**src/rtl/cfe_pkg.sv**
```systemverilog
`timescale 1ns / 1ps
// ----------------------------------------------------------------------------
// cfe_pkg
// Shared constants, types and the hash function of the cuckoo filter engine.
// ----------------------------------------------------------------------------
package cfe_pkg;

    localparam int SLOTS   = 128;
    localparam int SLOT_W  = (SLOTS > 1) ? $clog2(SLOTS) : 1;
    localparam int FP_W    = 16;
    localparam int CNT_W   = 8;
    localparam int KEY_W   = 16;

    localparam logic [FP_W-1:0]  DJB_SEED    = 16'd5381;
    localparam int               DJB_SHIFT   = 5;
    localparam logic [FP_W-1:0]  SLOT_MASK   = FP_W'(SLOTS - 1);
    localparam logic [CNT_W-1:0] LIMIT_RESET = 8'd8;

    localparam logic OP_INSERT = 1'b0;
    localparam logic OP_LOOKUP = 1'b1;

    typedef logic [FP_W-1:0]   t_fp;
    typedef logic [SLOT_W-1:0] t_idx;
    typedef logic [CNT_W-1:0]  t_cnt;

    // read address select
    typedef logic [1:0] t_rd_sel;
    localparam t_rd_sel RD_I1  = 2'd0;
    localparam t_rd_sel RD_I2  = 2'd1;
    localparam t_rd_sel RD_ALT = 2'd2;

    typedef struct packed {
        logic    load;      // capture input transaction
        logic    fp_en;     // fingerprint of the key
        logic    idx_en;    // both candidate slots
        logic    rd_en;
        t_rd_sel rd_sel;
        logic    d1_en;     // hold first slot contents
        logic    ins1;      // fingerprint into first slot
        logic    ins2;      // fingerprint into second slot
        logic    evict;     // fingerprint over a full slot, keep its victim
        logic    alt_en;    // alternate slot of the victim
        logic    place;     // victim into an empty slot
        logic    swap;      // victim over an occupied slot, carry on
        logic    set_ok;
        logic    ok_val;
        logic    out_load;
    } t_cmd;

    typedef struct packed {
        logic is_lookup;
        logic hit;
        logic d1_empty;
        logic d2_empty;
        logic held_empty;
        logic limit_hit;
    } t_sts;

    function automatic t_fp djb16(input logic [15:0] w);
        t_fp h;
        h = DJB_SEED;
        h = (h << DJB_SHIFT) + h + {8'd0, w[7:0]};
        h = (h << DJB_SHIFT) + h + {8'd0, w[15:8]};
        return h;
    endfunction

    function automatic t_idx slot_of(input t_fp w);
        t_fp m;
        m = w & SLOT_MASK;
        return m[SLOT_W-1:0];
    endfunction

endpackage

```
**src/rtl/cfe_datapath.sv**
```systemverilog
`timescale 1ns / 1ps
// ----------------------------------------------------------------------------
// cfe_datapath
// Fingerprint table, hashing, relocation registers and result registers.
// ----------------------------------------------------------------------------
module cfe_datapath (
    input  logic                       i_clk,
    input  logic                       i_rst_n,
    input  logic                       i_cfg_we,
    input  logic [cfe_pkg::CNT_W-1:0]  i_cfg_wdata,
    input  logic                       i_op,
    input  logic [cfe_pkg::KEY_W-1:0]  i_key,
    input  logic                       i_evict_second,
    input  cfe_pkg::t_cmd              i_cmd,
    output cfe_pkg::t_sts              o_sts,
    output logic                       o_ok,
    output logic [cfe_pkg::CNT_W-1:0]  o_relocations_used
);

    logic                      r_op;
    logic [cfe_pkg::KEY_W-1:0] r_key;
    logic                      r_evict;
    cfe_pkg::t_fp              r_fp;
    cfe_pkg::t_idx             r_i1;
    cfe_pkg::t_idx             r_i2;
    cfe_pkg::t_idx             r_at;
    cfe_pkg::t_idx             r_alt;
    cfe_pkg::t_fp              r_victim;
    cfe_pkg::t_fp              r_d1;
    cfe_pkg::t_cnt             r_cnt;
    cfe_pkg::t_cnt             r_limit;
    logic                      r_ok;
    logic                      r_o_ok;
    cfe_pkg::t_cnt             r_o_cnt;

    cfe_pkg::t_fp              r_mem [cfe_pkg::SLOTS];
    logic [cfe_pkg::SLOTS-1:0] r_vld;
    cfe_pkg::t_fp              r_rdata;
    logic                      r_rvld;

    cfe_pkg::t_idx             rd_addr;
    cfe_pkg::t_fp              rd_data;
    logic                      wr_en;
    cfe_pkg::t_idx             wr_addr;
    cfe_pkg::t_fp              wr_data;
    cfe_pkg::t_idx             evict_at;

    // slot without a valid bit has never been written since reset: empty
    assign rd_data  = r_rvld ? r_rdata : '0;
    assign evict_at = r_evict ? r_i2 : r_i1;

    always_comb begin
        unique case (i_cmd.rd_sel)
            cfe_pkg::RD_I1: rd_addr = r_i1;
            cfe_pkg::RD_I2: rd_addr = r_i2;
            default:        rd_addr = r_alt;
        endcase
    end

    always_comb begin
        wr_en   = 1'b1;
        wr_addr = r_alt;
        wr_data = r_victim;
        priority if (i_cmd.ins1) begin
            wr_addr = r_i1;
            wr_data = r_fp;
        end else if (i_cmd.ins2) begin
            wr_addr = r_i2;
            wr_data = r_fp;
        end else if (i_cmd.evict) begin
            wr_addr = evict_at;
            wr_data = r_fp;
        end else if (i_cmd.place || i_cmd.swap) begin
            wr_addr = r_alt;
            wr_data = r_victim;
        end else begin
            wr_en = 1'b0;
        end
    end

    // table storage
    always_ff @(posedge i_clk) begin
        if (wr_en) begin
            r_mem[wr_addr] <= wr_data;
        end
        if (i_cmd.rd_en) begin
            r_rdata <= r_mem[rd_addr];
            r_rvld  <= r_vld[rd_addr];
        end
    end

    always_ff @(posedge i_clk) begin
        if (!i_rst_n) begin
            r_vld <= '0;
        end else if (wr_en) begin
            r_vld[wr_addr] <= 1'b1;
        end
    end

    always_ff @(posedge i_clk) begin
        if (!i_rst_n) begin
            r_limit <= cfe_pkg::LIMIT_RESET;
        end else if (i_cfg_we) begin
            r_limit <= i_cfg_wdata;
        end
    end

    always_ff @(posedge i_clk) begin
        if (i_cmd.load) begin
            r_op    <= i_op;
            r_key   <= i_key;
            r_evict <= i_evict_second;
            r_cnt   <= '0;
        end
        if (i_cmd.fp_en) begin
            r_fp <= cfe_pkg::djb16(r_key);
        end
        if (i_cmd.idx_en) begin
            r_i1 <= cfe_pkg::slot_of(r_fp);
            r_i2 <= cfe_pkg::slot_of(r_fp) ^ cfe_pkg::slot_of(cfe_pkg::djb16(r_fp));
        end
        if (i_cmd.d1_en) begin
            r_d1 <= rd_data;
        end
        if (i_cmd.evict) begin
            r_at     <= evict_at;
            r_victim <= r_evict ? rd_data : r_d1;
        end
        if (i_cmd.alt_en) begin
            r_alt <= r_at ^ cfe_pkg::slot_of(cfe_pkg::djb16(r_victim));
        end
        if (i_cmd.swap) begin
            r_cnt    <= r_cnt + 1'b1;
            r_victim <= rd_data;
            r_at     <= r_alt;
        end
        if (i_cmd.set_ok) begin
            r_ok <= i_cmd.ok_val;
        end
        if (i_cmd.out_load) begin
            r_o_ok  <= r_ok;
            r_o_cnt <= r_cnt;
        end
    end

    always_comb begin
        o_sts.is_lookup  = (r_op == cfe_pkg::OP_LOOKUP);
        o_sts.hit        = (r_d1 == r_fp) || (rd_data == r_fp);
        o_sts.d1_empty   = (r_d1 == '0);
        o_sts.d2_empty   = (rd_data == '0);
        o_sts.held_empty = (rd_data == '0);
        o_sts.limit_hit  = (r_cnt >= r_limit);
    end

    assign o_ok               = r_o_ok;
    assign o_relocations_used = r_o_cnt;

    a_load_clears_cnt: assert property (@(posedge i_clk) disable iff (!i_rst_n)
        i_cmd.load |=> r_cnt == '0)
        else $error("relocation count not cleared on new transaction");

    a_swap_below_limit: assert property (@(posedge i_clk) disable iff (!i_rst_n)
        i_cmd.swap |-> r_cnt < r_limit)
        else $error("relocation taken at or past the limit");

    a_one_write_src: assert property (@(posedge i_clk) disable iff (!i_rst_n)
        $countones({i_cmd.ins1, i_cmd.ins2, i_cmd.evict, i_cmd.place, i_cmd.swap}) <= 1)
        else $error("more than one table write source in a cycle");

endmodule

```
**src/rtl/cfe_ctrl.sv**
```systemverilog
`timescale 1ns / 1ps
// ----------------------------------------------------------------------------
// cfe_ctrl
// Sequencer for lookup, insert and the relocation walk; owns the output valid.
// ----------------------------------------------------------------------------
module cfe_ctrl (
    input  logic          i_clk,
    input  logic          i_rst_n,
    input  logic          i_valid,
    output logic          o_ready,
    output logic          o_valid,
    input  logic          i_ready,
    input  cfe_pkg::t_sts i_sts,
    output cfe_pkg::t_cmd o_cmd
);

    localparam logic [3:0] S_IDLE = 4'd0;
    localparam logic [3:0] S_FP   = 4'd1;
    localparam logic [3:0] S_IDX  = 4'd2;
    localparam logic [3:0] S_RD1  = 4'd3;
    localparam logic [3:0] S_RD2  = 4'd4;
    localparam logic [3:0] S_CHK  = 4'd5;
    localparam logic [3:0] S_ALT  = 4'd6;
    localparam logic [3:0] S_RDA  = 4'd7;
    localparam logic [3:0] S_HELD = 4'd8;
    localparam logic [3:0] S_DONE = 4'd9;

    logic [3:0] r_state;
    logic [3:0] n_state;
    logic       r_out_vld;
    logic       n_out_vld;

    assign o_ready = (r_state == S_IDLE);
    assign o_valid = r_out_vld;

    always_comb begin
        n_state = r_state;
        o_cmd   = '0;
        unique case (r_state)
            S_IDLE: begin
                if (i_valid) begin
                    o_cmd.load = 1'b1;
                    n_state    = S_FP;
                end
            end
            S_FP: begin
                o_cmd.fp_en = 1'b1;
                n_state     = S_IDX;
            end
            S_IDX: begin
                o_cmd.idx_en = 1'b1;
                n_state      = S_RD1;
            end
            S_RD1: begin
                o_cmd.rd_en  = 1'b1;
                o_cmd.rd_sel = cfe_pkg::RD_I1;
                n_state      = S_RD2;
            end
            S_RD2: begin
                o_cmd.d1_en  = 1'b1;
                o_cmd.rd_en  = 1'b1;
                o_cmd.rd_sel = cfe_pkg::RD_I2;
                n_state      = S_CHK;
            end
            S_CHK: begin
                priority if (i_sts.is_lookup) begin
                    o_cmd.set_ok = 1'b1;
                    o_cmd.ok_val = i_sts.hit;
                    n_state      = S_DONE;
                end else if (i_sts.d1_empty) begin
                    o_cmd.ins1   = 1'b1;
                    o_cmd.set_ok = 1'b1;
                    o_cmd.ok_val = 1'b1;
                    n_state      = S_DONE;
                end else if (i_sts.d2_empty) begin
                    o_cmd.ins2   = 1'b1;
                    o_cmd.set_ok = 1'b1;
                    o_cmd.ok_val = 1'b1;
                    n_state      = S_DONE;
                end else begin
                    o_cmd.evict = 1'b1;
                    n_state     = S_ALT;
                end
            end
            S_ALT: begin
                o_cmd.alt_en = 1'b1;
                n_state      = S_RDA;
            end
            S_RDA: begin
                o_cmd.rd_en  = 1'b1;
                o_cmd.rd_sel = cfe_pkg::RD_ALT;
                n_state      = S_HELD;
            end
            S_HELD: begin
                priority if (i_sts.held_empty) begin
                    o_cmd.place  = 1'b1;
                    o_cmd.set_ok = 1'b1;
                    o_cmd.ok_val = 1'b1;
                    n_state      = S_DONE;
                end else if (i_sts.limit_hit) begin
                    // displaced victim is dropped
                    o_cmd.set_ok = 1'b1;
                    o_cmd.ok_val = 1'b0;
                    n_state      = S_DONE;
                end else begin
                    o_cmd.swap = 1'b1;
                    n_state    = S_ALT;
                end
            end
            S_DONE: begin
                if (!r_out_vld || i_ready) begin
                    o_cmd.out_load = 1'b1;
                    n_state        = S_IDLE;
                end
            end
            default: begin
                n_state = S_IDLE;
            end
        endcase
    end

    always_comb begin
        if (o_cmd.out_load) begin
            n_out_vld = 1'b1;
        end else if (i_ready) begin
            n_out_vld = 1'b0;
        end else begin
            n_out_vld = r_out_vld;
        end
    end

    always_ff @(posedge i_clk) begin
        if (!i_rst_n) begin
            r_state   <= S_IDLE;
            r_out_vld <= 1'b0;
        end else begin
            r_state   <= n_state;
            r_out_vld <= n_out_vld;
        end
    end

    a_accept_starts: assert property (@(posedge i_clk) disable iff (!i_rst_n)
        (i_valid && o_ready) |=> r_state == S_FP)
        else $error("accepted transaction did not start hashing");

    a_done_delivers: assert property (@(posedge i_clk) disable iff (!i_rst_n)
        (r_state == S_DONE && (!r_out_vld || i_ready)) |=> (r_out_vld && r_state == S_IDLE))
        else $error("finished transaction not moved to output register");

    a_lookup_short: assert property (@(posedge i_clk) disable iff (!i_rst_n)
        (r_state == S_CHK && i_sts.is_lookup) |=> r_state == S_DONE)
        else $error("lookup entered the relocation walk");

    a_walk_ends_ok: assert property (@(posedge i_clk) disable iff (!i_rst_n)
        (r_state == S_HELD && i_sts.held_empty) |-> (o_cmd.place && o_cmd.ok_val))
        else $error("victim not placed in an empty slot");

endmodule

```
**src/rtl/cuckoo_filter_engine.sv**
```systemverilog
`timescale 1ns / 1ps
// ----------------------------------------------------------------------------
// cuckoo_filter_engine
// Cuckoo filter over a 128-entry table of 16-bit DJB fingerprints.
// ----------------------------------------------------------------------------
// Usage:
//   Input channel (i_valid/o_ready) carries i_op (0 insert, 1 lookup), i_key
//   and i_evict_second. Output channel (o_valid/i_ready) returns o_ok and
//   o_relocations_used, one result per input transaction, in order.
//   i_cfg_we/i_cfg_wdata write the relocation limit (reset value 8); write
//   it only while the engine is idle.
//   One transaction is handled at a time. An insert that evicts runs up to
//   limit + 1 relocation steps, each a hash, a table read and a
//   compare/write. The single-port table read with registered data sets
//   the step length. o_ready returns in the cycle o_valid rises.
//   Reset clears the table at once through per-entry valid bits; the engine
//   is ready in the first cycle after reset.
//   The result register lets a new transaction be accepted while a result
//   waits; if the receiver stalls, the next result holds in the engine until
//   the output register frees up.
// ----------------------------------------------------------------------------
module cuckoo_filter_engine (
    input  logic                       i_clk,
    input  logic                       i_rst_n,
    input  logic                       i_cfg_we,
    input  logic [cfe_pkg::CNT_W-1:0]  i_cfg_wdata,
    input  logic                       i_valid,
    output logic                       o_ready,
    input  logic                       i_op,
    input  logic [cfe_pkg::KEY_W-1:0]  i_key,
    input  logic                       i_evict_second,
    output logic                       o_valid,
    input  logic                       i_ready,
    output logic                       o_ok,
    output logic [cfe_pkg::CNT_W-1:0]  o_relocations_used
);

    cfe_pkg::t_cmd cmd;
    cfe_pkg::t_sts sts;

    cfe_ctrl u_ctrl (
        .i_clk   (i_clk),
        .i_rst_n (i_rst_n),
        .i_valid (i_valid),
        .o_ready (o_ready),
        .o_valid (o_valid),
        .i_ready (i_ready),
        .i_sts   (sts),
        .o_cmd   (cmd)
    );

    cfe_datapath u_dp (
        .i_clk              (i_clk),
        .i_rst_n            (i_rst_n),
        .i_cfg_we           (i_cfg_we),
        .i_cfg_wdata        (i_cfg_wdata),
        .i_op               (i_op),
        .i_key              (i_key),
        .i_evict_second     (i_evict_second),
        .i_cmd              (cmd),
        .o_sts              (sts),
        .o_ok               (o_ok),
        .o_relocations_used (o_relocations_used)
    );

endmodule
```
**config.mk**
```make
export PLATFORM = sky130hd
export DESIGN_NAME = cuckoo_filter_engine
export DESIGN_NICKNAME = d
export VERILOG_FILES = /design/src/rtl/cfe_pkg.sv /design/src/rtl/cfe_datapath.sv /design/src/rtl/cfe_ctrl.sv /design/src/rtl/cuckoo_filter_engine.sv
export SDC_FILE = /design/constraint.sdc
export NUM_CORES = 2
export LEC_CHECK = 0
export BUFFER_PORTS_ARGS = -buffer_cell sky130_fd_sc_hd__buf_2
export CORE_ASPECT_RATIO = 1.5
export CORE_UTILIZATION = 40
export DETAILED_ROUTE_END_ITERATION = 10
export SLEW_MARGIN = 20
export SYNTH_ARGS = -nofsm -noshare
export SYNTH_HDL_FRONTEND = slang
export SYNTH_SLANG_ARGS = --single-unit
export TNS_END_PERCENT = 50
```
**constraint.sdc**
```tcl
create_clock -name i_clk -period 8.4 [get_ports i_clk]
set_input_delay 1.26 -clock i_clk [delete_from_list [all_inputs] [get_ports i_clk]]
set_output_delay 1.26 -clock i_clk [all_outputs]
set_load 0.1 [all_outputs]
```
==> run summary <==
The static leakage is 34.6 nW. The effective utilization at floorplan is 40.2%. The floorplan die height is 591 um.

The H-tree was split into 4 levels. The initial antenna violation count is 13. The post-synthesis async set-or-reset flop share is 0%. The number of fillers in the final layout is 20200. The number of cell instances on the worst register-to-register path is 12.

The final setup violation count came out at 0. The aggregate global routing overflow is 0. The flow ran to the end, and the final reports show no timing, DRC or antenna violations. The number of DRC markers in iteration 0 came out at 7314. The worst setup skew after layout is 0.0684 ns. For this run, the leading register cell type out of synthesis is edfxtp_1. The slew at the pin closest to its max-slew limit is 1.35 ns. The share of the clock period used by the worst path after layout came out at 70.7%.

For the finished layout, the period the worst path requires is 5.94 ns. In the global route stage, met2 resource usage came out at 42.9%. The routing usage on met1 came out at 29.7%. The power density over the cells is 228 mW/mm^2. After clock tree synthesis, the clock-pin slew on the worst setup and hold paths is 0.07 ns. The worst setup path is captured at a register.

The standard-cell row count is 216. Setup repair after global routing left no endpoint under its margin. Detailed placement ended at an HPWL of 186000 um. The first global-routing pass estimated 429000 um of wire. The detailed-router iteration count before antenna repair came out at 6. The met3 routing resource usage after global routing is 3.76%. The critical path starts at u_ctrl.r_state[0]. The total number of vias is 58900. TritonCTS built the clock tree.

The setup TNS came out at 0 ns. The placer's final routability congestion estimate came out at 0.923. In the routed layout, each cell is associated on average with a via count of 5.93. The worst register-to-register path begins at u_ctrl.r_state[0]. The post-synthesis sequential element count is 2318. The post-synth design cell area is 0.0926 sq mm. The post-route netlist has 10.8% of its cells at a drive strength greater than 1. The per-instance average area after synthesis came out at 14.0 sq um.

The core area is 0.231 sq mm. The max-cap violation count is 0. In this run the worst setup path terminates at u_dp.r_rdata[15]. The number of buffers created by CTS came out at 208. The max-slew violation count came out at 0.

The library cell with the largest summed area after synthesis is edfxtp_1. The area fraction of the dominant cell type after synthesis is 70.6%. The number of buffers on the longest clock path is 4. The busiest layer in global routing is met2. The Yosys warning count came out at 0.

The arrival time of the worst setup path is 6.51 ns. The clock sink count came out at 2318. The die extent in x is 395 um. Summed over all layers, the routed wires come to 307000 um. The number of buffers added on ports is 41. In this design, the critical path's most frequently occurring cell is buf_4. The worst setup path is launched from a register. Traced cell by cell, the critical path runs through nor4b_4 > a22oi_1 > and2_4 > buf_4 > nand2_4 > buf_4 > o22ai_1 > a2111oi_0 > a311o_1 > o21ai_0 > nand3_1 > a211oi_1. Entering global routing, the biggest net connects 139 pins.

In the final routed layout, each cell accounts on average for 30.9 um. Ranked by total cell area, the synthesized netlist is headed by edfxtp_1 71%, nand2_1 5.2%, mux2i_1 3.9%. The insertion delay of the later-clocked pin in the worst-skew pair came out at 0.88 ns.

The number of remaining DRC errors is 0. The critical path data required time is 8.97 ns. The tightest slew margin relative to the limit came out at 9.52%. The number of gates resized after cts came out at 0. The hold violation total from the final report is 0. The gate count after technology mapping is 6609. For flop-to-flop paths, the worst setup slack is 2.46 ns. The number of nets in the synthesized netlist is 6700. The count of hold-fix buffers inserted at cts came out at 0. The largest incremental delay on the critical path came out at 0.97 ns. The all-layer global routing usage came out at 25.7%. The detail route stage leaves a number of antenna-violating nets equal to 0. The post-placement setup slack came out at 2.57 ns. The maximum vdd ir drop is 164 uV.

The growth of design area from synthesis to finish came out at 12.5%. The distinct cell type count of the synthesized netlist came out at 79. The root buffer cell is clkbuf_16. Derived from the worst setup path, the maximum achievable clock frequency is 168 MHz. Once routing completed, OpenROAD measured the worst setup slack at 2.46 ns.

The endpoint of the lowest-slack register-to-register path is u_dp.r_rdata[15]. The sequential-to-total area share from yosys stat is 73.6%. The floorplan step defined a die boundary enclosing 0.234 sq mm. The number of global-route vias before repair is 56500.

The count of flip-flops with a built-in enable after synthesis is 2177. The tightest min-delay check is of the reg2reg type. In this run the count of I/O pins placed on the die edge is 42. The slowest cell on the critical path is nor4b_4.

The layout net count came out at 6803. After clock tree synthesis, the setup repair step added 0 buffers. Along the worst path, the maximum fanout reaches 34. The critical path is of the reg2reg type.

The final core utilization is 45.2%.
-- metrics by stage --
step	instances	hold slack (ns)	power [mW]	area [sq um]
2_1_floorplan	6609	0.400	13.7	92600
3_3_place_gp	9542	0.410	14.3	97000
3_5_place_dp	9551	0.427	14.3	97300
4_1_cts	9930	0.448	23.8	104000
5_1_grt	9934	0.451	24.3	104000
6_report	9940	0.447	23.8	104000
-- cell families (layout without fill, tap and decap cells) --
group           count (synthesis)  count (layout)  share of synthesized area, %
xor+xnor                       94              94                         0.889
buf+inv                       463             735                          2.43
compound gates               1207            1207                          8.57
simple gates                 2085            2085                          9.41
fa+ha+maj                      60              60                         0.867
flops                        2318            2318                          73.6
other cells                     0               7                             0
mux                           382             382                          4.21
-- report_power, final --
group	internal (mW)	switching [mW]
clock	5.49	4.25
combinational	0.454	1.03
sequential	12.5	0.0611
total	18.4	5.34
-- area by class of cell --
cell class                      count  area (sq um)  share of cell area, %
Timing Repair Buffer              298          2330                   2.23
Antenna cell                        7          17.5                 0.0168
Multi-Input combinational cell   3828         22900                   21.9
Sequential cell                  2318         68200                   65.4
Inverter                           58           218                  0.209
Clock inverter                     97          1070                   1.02
Tap cell                         3052          3820                   3.66
Clock buffer                      282          5740                   5.50
-- synth_stat cells, types with 15 or more instances --
cell type  count
a32oi_1       88
buf_1         23
clkbuf_1     109
ha_1          53
a2111oi_0     19
edfxtp_1    2177
o22ai_1       99
nor3_1        58
a211oi_1      21
nand3_1      259
buf_4         42
a31oi_1      100
nand2_1     1289
xnor2_1       57
mux2_2        19
a221oi_1      31
nor4_1        87
o221ai_1      33
buf_2        221
o211ai_1      15
xor2_1        37
nand4_1       33
mux2i_1      359
inv_1         58
dfxtp_1      141
a21oi_1      382
a22oi_1       64
o21ai_0       99
o21a_1       141
nor2_1       301
-- worst min-delay path by stage --
stage,from,endpoint,slack [ns],cells past startpoint
global route,u_dp.r_ok,u_dp.o_ok,0.45,0
detailed placement,u_dp.r_ok,u_dp.o_ok,0.43,0
global placement,u_dp.r_ok,u_dp.o_ok,0.41,0
finish,u_dp.r_ok,u_dp.o_ok,0.45,0
CTS,u_dp.r_ok,u_dp.o_ok,0.45,0
floorplan,u_dp.r_ok,u_dp.o_ok,0.40,0
-- per-layer routing --
layer / share of wire, % / vias to the layer above / wire, um
li1: - / 25100 / -
met1: 34 / 29900 / 106000
met2: 48 / 3159 / 149000
met3: 8.0 / 823 / 24700
met4: 9.1 / 6 / 27800
met5: 0.013 / - / 40
-- flip-flops by register name, indices dropped and copies added, names as in the netlist, 8 cells and up --
signal / count
u_dp.r_mem: 2048
u_dp.r_cnt: 8
u_dp.r_key: 16
u_dp.r_fp: 16
u_dp.r_victim: 16
u_dp.r_vld: 128
u_dp.r_limit: 8
u_dp.r_d1: 16
u_dp.o_relocations_used: 8
u_dp.r_rdata: 16
-- critical path: cells and delay by family (launching register included) --
kind,cells,cell delay [ns]
compound gates,6,1.96
flops,1,0.55
simple gates,4,2.17
buf+inv,2,0.85
-- placed cells by master (no fill, tap or decap), types with 141 or more instances in the layout --
master     count
clkbuf_16    211
nand2_1     1267
buf_4        240
a21oi_1      381
nand3_1      259
o21a_1       141
edfxtp_1    2177
mux2i_1      359
dfxtp_1      141
nor2_1       243
Power figures use the tool's default switching activity.
